**src/hdl/srt_pkg.sv**
```systemverilog
// Package for the sorted route table: payload structs, command codes, sequencer states.
// No dependencies.
`default_nettype none
package srt_pkg;
  localparam int ENTRIES = 64;
  localparam int IDX_W = $clog2(ENTRIES);
  localparam int CNT_W = $clog2(ENTRIES + 1);

  typedef enum logic [1:0] {
    CMD_UPDATE = 2'd0,
    CMD_FIND   = 2'd1,
    CMD_READ   = 2'd2,
    CMD_NEXT   = 2'd3
  } cmd_t;

  typedef struct packed {
    logic [1:0]  cmd;
    logic [15:0] route_dest;
    logic [15:0] next_hop;
    logic [7:0]  hop_depth;
    logic        gateway_flag;
    logic [15:0] position;
  } in_item_t;

  typedef struct packed {
    logic        found;
    logic [15:0] entry_dest;
    logic [15:0] entry_out;
    logic [7:0]  entry_depth;
    logic        entry_is_gateway;
    logic        was_dropped;
    logic [6:0]  entry_count;
    logic        gateway_valid;
    logic [15:0] gateway_dest;
    logic [15:0] gateway_out;
    logic [7:0]  gateway_depth;
  } out_item_t;

  typedef struct packed {
    logic [15:0] dest;
    logic [15:0] link;
    logic [7:0]  depth;
    logic        gw;
  } route_t;

  typedef enum logic [3:0] {
    ST_IDLE,
    ST_SRCH_RD,   // issue read of entry at cnt
    ST_SRCH_CMP,  // compare read data
    ST_UPD,       // update matched entry
    ST_SH_RD,     // read entry cnt-1 for shift
    ST_SH_WR,     // compare/shift or insert
    ST_POST,      // gateway maintenance decision
    ST_RS_RD,
    ST_RS_CMP,
    ST_POS_RD,
    ST_POS_DATA,
    ST_OUT
  } state_t;
endpackage
`default_nettype wire

```
**src/hdl/sorted_route_table.sv**
```systemverilog
// Sorted route table top level: memory, sequencer, shared compare path.
// Depends on srt_pkg.
// Find searches the entries one by one and stops on a hit; read and next read one entry,
// next on an empty table none. Update searches, then shifts larger entries up to insert a
// new one, checks the gateway record and may rescan every entry for a new gateway.
// One transaction at a time; the next is accepted the cycle after the result leaves.
// Reset empties the table and sets the gateway record to none; no clearing pass.
`default_nettype none
module sorted_route_table (
  input  wire              clk,
  input  wire              rst,
  input  wire              in_valid,
  output logic             in_stall,
  input  wire srt_pkg::in_item_t in_data,
  output logic             out_valid,
  input  wire              out_stall,
  output srt_pkg::out_item_t out_data
);
  import srt_pkg::*;

  route_t mem [ENTRIES];
  route_t rd;
  logic [IDX_W-1:0] raddr, waddr;
  logic we;
  route_t wdata;

  state_t state, state_next;
  in_item_t req;
  logic [CNT_W-1:0] total, cnt;
  logic best_ok;
  logic [IDX_W-1:0] scan;
  logic scan_first;
  route_t gwrec, res;
  logic found, dropped, hit;

  always_ff @(posedge clk) begin
    if (we) mem[waddr] <= wdata;
    rd <= mem[raddr];
  end

  // next-state logic
  always_comb begin
    state_next = state;
    unique case (state)
      ST_IDLE: if (in_valid) begin
        unique case (cmd_t'(in_data.cmd))
          CMD_UPDATE, CMD_FIND: state_next = ST_SRCH_RD;
          CMD_READ: state_next = ST_POS_RD;
          CMD_NEXT: state_next = (total == '0) ? ST_OUT : ST_POS_RD;
        endcase
      end
      ST_SRCH_RD: state_next = (cnt == total) ?
        ((req.cmd == CMD_FIND) ? ST_OUT :
         (total == CNT_W'(ENTRIES)) ? ST_POST : ST_SH_RD) : ST_SRCH_CMP;
      ST_SRCH_CMP: state_next = (rd.dest == req.route_dest) ?
        ((req.cmd == CMD_FIND) ? ST_OUT : ST_UPD) : ST_SRCH_RD;
      ST_UPD: state_next = ST_POST;
      ST_SH_RD: state_next = ST_SH_WR;
      ST_SH_WR: state_next = (cnt != '0 && rd.dest > req.route_dest) ? ST_SH_RD : ST_POST;
      ST_POST: state_next = (!req.gateway_flag && gwrec.dest == req.route_dest) ?
        ST_RS_RD : ST_OUT;
      ST_RS_RD: state_next = (cnt == total) ? ST_OUT : ST_RS_CMP;
      ST_RS_CMP: state_next = ST_RS_RD;
      ST_POS_RD: state_next = ST_POS_DATA;
      ST_POS_DATA: state_next = ST_OUT;
      ST_OUT: if (!out_stall) state_next = ST_IDLE;
      default: state_next = ST_IDLE;
    endcase
  end

  // output and memory control
  always_comb begin
    in_stall = (state != ST_IDLE);
    out_valid = (state == ST_OUT);
    raddr = cnt[IDX_W-1:0];
    we = 1'b0;
    waddr = cnt[IDX_W-1:0];
    wdata = rd;
    unique case (state)
      ST_SH_RD: raddr = IDX_W'(cnt - 1'b1);
      ST_SH_WR: begin
        we = 1'b1;
        if (cnt != '0 && rd.dest > req.route_dest) wdata = rd;
        else wdata = '{req.route_dest, req.next_hop, req.hop_depth, req.gateway_flag};
      end
      ST_UPD: begin
        we = (req.hop_depth <= rd.depth);
        wdata = '{rd.dest, req.next_hop, req.hop_depth, req.gateway_flag};
      end
      ST_POS_RD: raddr = (req.cmd == CMD_READ) ? req.position[IDX_W-1:0] : scan;
      default: ;
    endcase
    out_data = '{found, res.dest, res.link, res.depth, res.gw, dropped,
                 7'(total), gwrec.gw, gwrec.dest, gwrec.link, gwrec.depth};
  end

  always_ff @(posedge clk) begin
    if (rst) begin
      state <= ST_IDLE;
      total <= '0;
      scan_first <= 1'b1;
      scan <= '0;
      gwrec <= '{16'hffff, 16'hffff, 8'hff, 1'b0};
    end else begin
      state <= state_next;
      unique case (state)
        ST_IDLE: if (in_valid) begin
          req <= in_data;
          cnt <= '0;
          found <= 1'b0;
          dropped <= 1'b0;
          hit <= 1'b0;
          // next on an empty table returns the gateway record
          res <= (in_data.cmd == CMD_NEXT && total == '0) ? gwrec : '0;
          if (in_data.cmd == CMD_NEXT) begin
            if (total == '0) ;
            else if (!scan_first && CNT_W'(scan) + 1'b1 < total) scan <= scan + 1'b1;
            else scan <= '0;
            if (total != '0) scan_first <= 1'b0;
          end
        end
        ST_SRCH_RD: if (cnt == total) begin
          if (req.cmd == CMD_UPDATE && total == CNT_W'(ENTRIES)) dropped <= 1'b1;
        end
        ST_SRCH_CMP: if (rd.dest == req.route_dest) begin
          found <= 1'b1;
          hit <= 1'b1;
          res <= rd;
        end else cnt <= cnt + 1'b1;
        ST_UPD: if (req.hop_depth <= rd.depth)
          res <= '{rd.dest, req.next_hop, req.hop_depth, req.gateway_flag};
        ST_SH_WR: if (cnt != '0 && rd.dest > req.route_dest) cnt <= cnt - 1'b1;
        else begin
          found <= 1'b1;
          hit <= 1'b1;
          res <= '{req.route_dest, req.next_hop, req.hop_depth, req.gateway_flag};
          total <= total + 1'b1;
        end
        ST_POST: begin
          cnt <= '0;
          best_ok <= 1'b0;
          if (req.gateway_flag && gwrec.depth >= req.hop_depth) begin
            if (hit) gwrec <= res;
          end
        end
        ST_RS_RD: if (cnt == total) begin
          if (!best_ok) begin
            gwrec.gw <= 1'b0;
            gwrec.depth <= 8'hff;
          end
        end
        ST_RS_CMP: begin
          if (rd.gw && (!best_ok || gwrec.depth > rd.depth)) begin
            gwrec <= rd;
            best_ok <= 1'b1;
          end
          cnt <= cnt + 1'b1;
        end
        ST_POS_DATA: if (req.cmd == CMD_NEXT ||
                         (req.position < 16'(total))) begin
          found <= 1'b1;
          res <= rd;
        end
        default: ;
      endcase
    end
  end
endmodule
`default_nettype wire

```
**config.mk**
```make
export PLATFORM = sky130hd
export DESIGN_NAME = sorted_route_table
export DESIGN_NICKNAME = d
export VERILOG_FILES = /design/src/hdl/srt_pkg.sv /design/src/hdl/sorted_route_table.sv
export SDC_FILE = /design/constraint.sdc
export NUM_CORES = 2
export LEC_CHECK = 0
export BUFFER_PORTS_ARGS = -buffer_cell sky130_fd_sc_hd__buf_4
export CAP_MARGIN = 20
export CORE_ASPECT_RATIO = 0.5
export CORE_UTILIZATION = 29
export DETAILED_ROUTE_END_ITERATION = 8
export GPL_ROUTABILITY_DRIVEN = 0
export HOLD_SLACK_MARGIN = 0.08
export PLACE_DENSITY = 0.45
export SKIP_CTS_REPAIR_TIMING = 1
export SKIP_LAST_GASP = 1
export SYNTH_ARGS = -nofsm -noshare
export SYNTH_HDL_FRONTEND = slang
export SYNTH_SLANG_ARGS = --single-unit
```
**constraint.sdc**
```tcl
create_clock -name clk -period 6.3 [get_ports clk]
set_input_delay 0.315 -clock clk [delete_from_list [all_inputs] [get_ports clk]]
set_output_delay 0.315 -clock clk [all_outputs]
set_load 0.01 [all_outputs]
```
Yosys cells after proc, flatten, opt, wreduce, memory -nomap -nowiden
Memories as Yosys holds them, arrays and structs flattened. A register that Yosys moved wholly into a read port is not among the register bits.
Cells that the tools add are included.

storage, ports and cells
  register bits after elaboration = 170
  output and inout bits = 93
  RAM bits = 2624
  memories = 1
  logic and storage cells = 164
  input bits = 63

memory list
  memory  words  bits a word  rd ports  clocked after memory_dff  write ports  line                      RTL
  mem     64     41           1         1                         1            sorted_route_table.sv:21  route_t mem [ENTRIES];

operators by class
  add/sub/neg operators = 5
  order comparisons = 6
  eq/ne operators = 36
  muxes and demuxes = 50
  bitwise logic cells = 3
  reduce and logical (&&, ||, !) cells = 40

operators by type and width
  operator                                              number
  2-to-1 mux 41 bit                                     10
  one-hot mux 41 bit (5 select lines)                   1
  one-hot mux 41 bit (2 select lines)                   1
  one-hot mux 32 bit (2 select lines)                   1
  one-hot mux 4 bit (12 select lines)                   1
  one-hot mux 7 bit (5 select lines)                    1
  equality test 16 bit                                  2
  != test 2 bit (second input constant)                 15
  2-to-1 mux 4 bit                                      7
  one-hot mux 9 bit (3 select lines)                    1
  2-to-1 mux 7 bit                                      3
  2-to-1 mux 9 bit                                      2
  equality test 4 x 3 -> 1 bit (second input constant)  4
  equality test 4 bit (second input constant)           4
  greater-than comparator 16 bit                        1
  less-than comparator 16 x 7 -> 1 bit                  1
  AND reduction 5 bit                                   3
  adder 7 x 1 -> 7 bit (second input constant)          2
  nonzero test 7 bit                                    2
  2-to-1 mux 6 bit                                      2
  one-hot mux 4 bit (3 select lines)                    1
  one-hot mux 6 bit (2 select lines)                    1
  AND reduction 4 bit                                   3
  AND reduction 6 bit                                   2
  33 further kinds                                      69

Logic depth before layout (Yosys ltp)
  depth after elaboration = 5
  depth in mapped cells = 15
  mapped depth without buffers = 11

Worst setup path after synthesis
OpenSTA, ideal clock, no wires.

  path kind = register to register
  from = register req[56] (netlist name)
  to = memory mem[0][1] (netlist name) (data pin)
  stages on the path, launching flop included = 11
  setup slack = 0.959 ns
  library setup time = 0.702 ns
  clock period less this slack = 5.341 ns
  required time = 5.598 ns
  arrival = 4.639 ns
  path buffers = 1
  cell sequence = edfxtp_1 > inv_1 > ha_1 > nand4_1 > or2_2 > nor3_1 > nor2_1 > o21ai_1 > o21ai_1 > clkbuf_1 > o21ai_0

RTL lines
  element                 line                       RTL
  from (decl)             sorted_route_table.sv:28   in_item_t req;
  from (signal assigned)  sorted_route_table.sv:108  req <= in_data;
  to (decl)               sorted_route_table.sv:21

Worst setup path after layout
  from = register state[2]
  to = register, netlist name rd[31]

on the way
  cells in the longest elaborated chain, start to end = 2
  elaborated cells on any way between the ends = 3
  classes of those cells = 2 x eq/ne; 1 x mux

ends and longest elaborated chain
  element                                                              line                       RTL
  from (decl)                                                          sorted_route_table.sv:27   state_t state, state_next;
  from (signal assigned)                                               sorted_route_table.sv:105  state <= state_next;
  equality test 4 bit or equality test 4 x 3 -> 1 bit (tied branches)  sorted_route_table.sv:79   unique case (state)
  one-hot mux 6 bit (2 select lines) (*)                               sorted_route_table.sv:79

Mark *: on every way between the ends. The rest lies on a longest branch, timed or not.
A chain may end at the register's enable or synchronous reset.

==> reports/qor.csv <==
stage,metric,value,unit
place,place_hpwl,244000,um
final_layout,fin_area,132000,um^2
yosys,syn_nets,6854,
clock_network,clk_pin_slew,60,ps
yosys,synth_top_family_by_area,multiplexers,
setup_path,start_kind,flip-flop,
detailed_routing,route.met3.wl,26500,um
pwr,p_per_area,497,nW/um^2
setup_path,endpoint_kind,flip-flop,
clock_network,clock-sinks,2835,
pwr,p_leak,44.0,nW
setup_path,worstPathArrival,5820,ps
detailed_routing,postRouteAntennaNets,0,
sta,fin_ws,1210,ps
yosys,synthFlopType,edfxtp_1,
floorplan,coreArea,381000,um^2
final_layout,post-route-util,34.7,%
clock_network,worstSkewPairLatency,870,ps
place,post-place-ws,1070,ps
floorplan,io_pins,156,
detailed_routing,top_layer,met4,
setup_path,worstPathRequired,7030,ps
sta,max_slew_margin,20.7,%
yosys,postSynth.asyncResetShare,0,%
global_route,grt_max_degree,88,
sta,period_share,80.8,%
final_layout,drive_above_1_share,18.1,%
sta,drv_slew,0,
setup_path,cp_max_fo,37,
sta,fmax,196,MHz
floorplan,rows,160,
detailed_routing,drtIter0Drc,8060,
sta,tns,0,ps
detailed_routing,route.detailed.drc,0,
setup_path,rrSetupSlack,1210,ps
floorplan,start_util,29.2,%
clock_network,clockRootBuffer,clkbuf_16,
global_route,antenna_found_initial,18,
yosys,synth_compound_area_share,6.86,%
detailed_routing,wl_met2,180000,um
clock_network,cts_tree,built,
detailed_routing,vias_per_cell,5.29,
yosys,netlist_area,111000,um^2
sta,fin_crit,5090,ps
detailed_routing,wl_met1,184000,um
global_route,grt_first_pass_wirelength,544000,um
sta,grt_setup_unrepaired,false,
clock_network,numCtsBuffers,289,
sta,hold_violations,0,
yosys,synth_adder_area_share,0.640,%
place,numPortBuffers,155,
sta,tightest_slew,1190,ps
place,dpl_cell_area,122000,um^2
pwr,p_total,65.7,mW
global_route,grt_usage,20.1,%
floorplan,die_w,879,um
sta,skew,40.1,ps
yosys,synth.distinct_cells,79,
yosys,yosys.area_share.simple,6.40,%
detailed_routing,wl_per_cell,31.9,um
yosys,yosysWarnings,0,
run,drv_cap,0,
yosys,syn_avg_cell_area,16.6,um^2
final_layout,area_growth,18.6,%
detailed_routing,first_pass_iters,7,
floorplan,dieArea,387000,um^2
detailed_routing,vias,66455,
clock_network,clockBufferDepth,4,
global_route,overflow,0,
yosys,synth_xor_area_share,0.228,%
final_layout,nets,7372,
yosys,synth.mux.area_fraction,8.32,%
pwr,ir_drop,0.262,mV
detailed_routing,drt_wl_total,401000,um
outcome,status,"finished, final reports clean",
yosys,ys_seq_area_share,75.5,%
floorplan,die_h,440,um
yosys,synth-seq-cells,2835,
setup_path,worstSetupPathType,reg2reg,
yosys,syn_inst,6734,
sta,setup_viol,0,
clock_network,htreeDepth,5,
min_path,hold_path_class,in2reg,
global_route,first_global_vias,63065,
yosys,synth_edf_count,2735,
## report_power, final
group / switching (mW) / internal, mW / total (mW) / leakage [nW]
sequential: 0.864 / 24.3 / 25.1 / 25.3
clock: 7.36 / 9.71 / 17.1 / 4.41
combinational: 16.0 / 7.44 / 23.5 / 14.3
## critical path, cell delays in order (launching register included)
cell and delay (ps):
dfxtp_1 740, nand2b_4 150, nor3_4 350, a221o_1 310
o21a_4 760, buf_12 370, buf_4 490, mux4_2 570
a211oi_1 720, nor4_1 170, buf_2 210
## placed cells by master, fill, tap and decap left out, drive strengths merged, types with 81 or more instances in the layout
cell type / count
inv: 96
a21oi: 81
nand3: 154
edfxtp: 2735
nor2: 121
and3: 123
o221ai: 121
a32oi: 162
a31oi: 129
dfxtp: 100
nand2: 1001
mux2i: 539
buf: 591
a211oi: 157
mux4: 164
clkbuf: 392
## cell usage after synthesis, types with 20 or more instances
| cell type | number | share of area, % |
|---|---|---|
| a211oi_1 | 156 | 1.1 |
| a21oi_1 | 81 | 0.36 |
| a221oi_2 | 38 | 0.51 |
| a222oi_1 | 41 | 0.37 |
| a31oi_1 | 129 | 0.72 |
| a32o_1 | 40 | 0.36 |
| a32oi_1 | 162 | 1.3 |
| and2_1 | 35 | 0.20 |
| and3_1 | 123 | 0.69 |
| buf_2 | 115 | 0.52 |
| buf_4 | 33 | 0.22 |
| clkbuf_1 | 247 | 0.83 |
| dfxtp_1 | 100 | 1.8 |
| edfxtp_1 | 2735 | 74 |
| ha_1 | 57 | 0.64 |
| inv_1 | 93 | 0.31 |
| mux2i_1 | 539 | 4.8 |
| mux4_2 | 164 | 3.3 |
| nand2_1 | 1001 | 3.4 |
| nand3_1 | 154 | 0.69 |
| nand4_1 | 20 | 0.11 |
| nor2_1 | 115 | 0.39 |
| nor3_1 | 47 | 0.21 |
| nor4_1 | 30 | 0.17 |
| o21a_1 | 51 | 0.34 |
| o21ai_0 | 48 | 0.22 |
| o221ai_1 | 121 | 0.95 |
| o22ai_1 | 43 | 0.24 |
| xnor2_1 | 22 | 0.17 |
## routing by layer
layer	global-route usage, %	up-vias
met5	0	-
li1	-	27719
met1	29.5	35767
met2	31.2	2505
met3	2.84	464
met4	5.08	0
## stage by stage
stage          hold WS [ps]  instances
2_1_floorplan           414       6734
3_3_place_gp            467      11987
3_5_place_dp            474      12000
4_1_cts                -444      12497
5_1_grt                 146      12567
6_report                177      12570
## worst paths after layout
kind / startpoint / end / cells after the start
worst max-delay path: state[2]$_SDFFE_PP0P_ / rd[31]$_DFF_P_ / 10
worst min register to register: scan_first$_SDFFE_PP1P_ / scan_first$_SDFFE_PP1P_ / 2
worst max register to register: state[2]$_SDFFE_PP0P_ / rd[31]$_DFF_P_ / 10
worst min-delay path: in_data[36] / req[36]$_DFFE_PP_ / 2
## cell type report
cell class              count  area, um^2
well taps                5103        6380
multi-input cells        3378       26000
repair buffers            654        6220
flip-flops and latches   2835       84100
diodes                      9        22.5
clock inverters           105        1030
clock buffers             392        8000
fillers                 36273      249000
inverters                  94         353
## flip-flops by register name, summed over array words and instances, names as in the netlist
name,cells
found,1
state,4
best_ok,1
mem,2624
cnt,7
dropped,1
req,59
scan,6
hit,1
total,7
out_data,82
rd,41
scan_first,1
## cell families (layout without fill, tap and decap cells)
kind of cell | count (synthesis) | count (layout)
AO/OA/AOI/OAI | 970 | 970
multiplexers | 720 | 720
other | 0 | 9
flip-flops | 2835 | 2835
XOR/XNOR | 29 | 29
buffers and inverters | 521 | 1245
adder cells (fa/ha/maj) | 57 | 57
AND/OR/NAND/NOR | 1602 | 1602
Power figures use the tool's default switching activity.
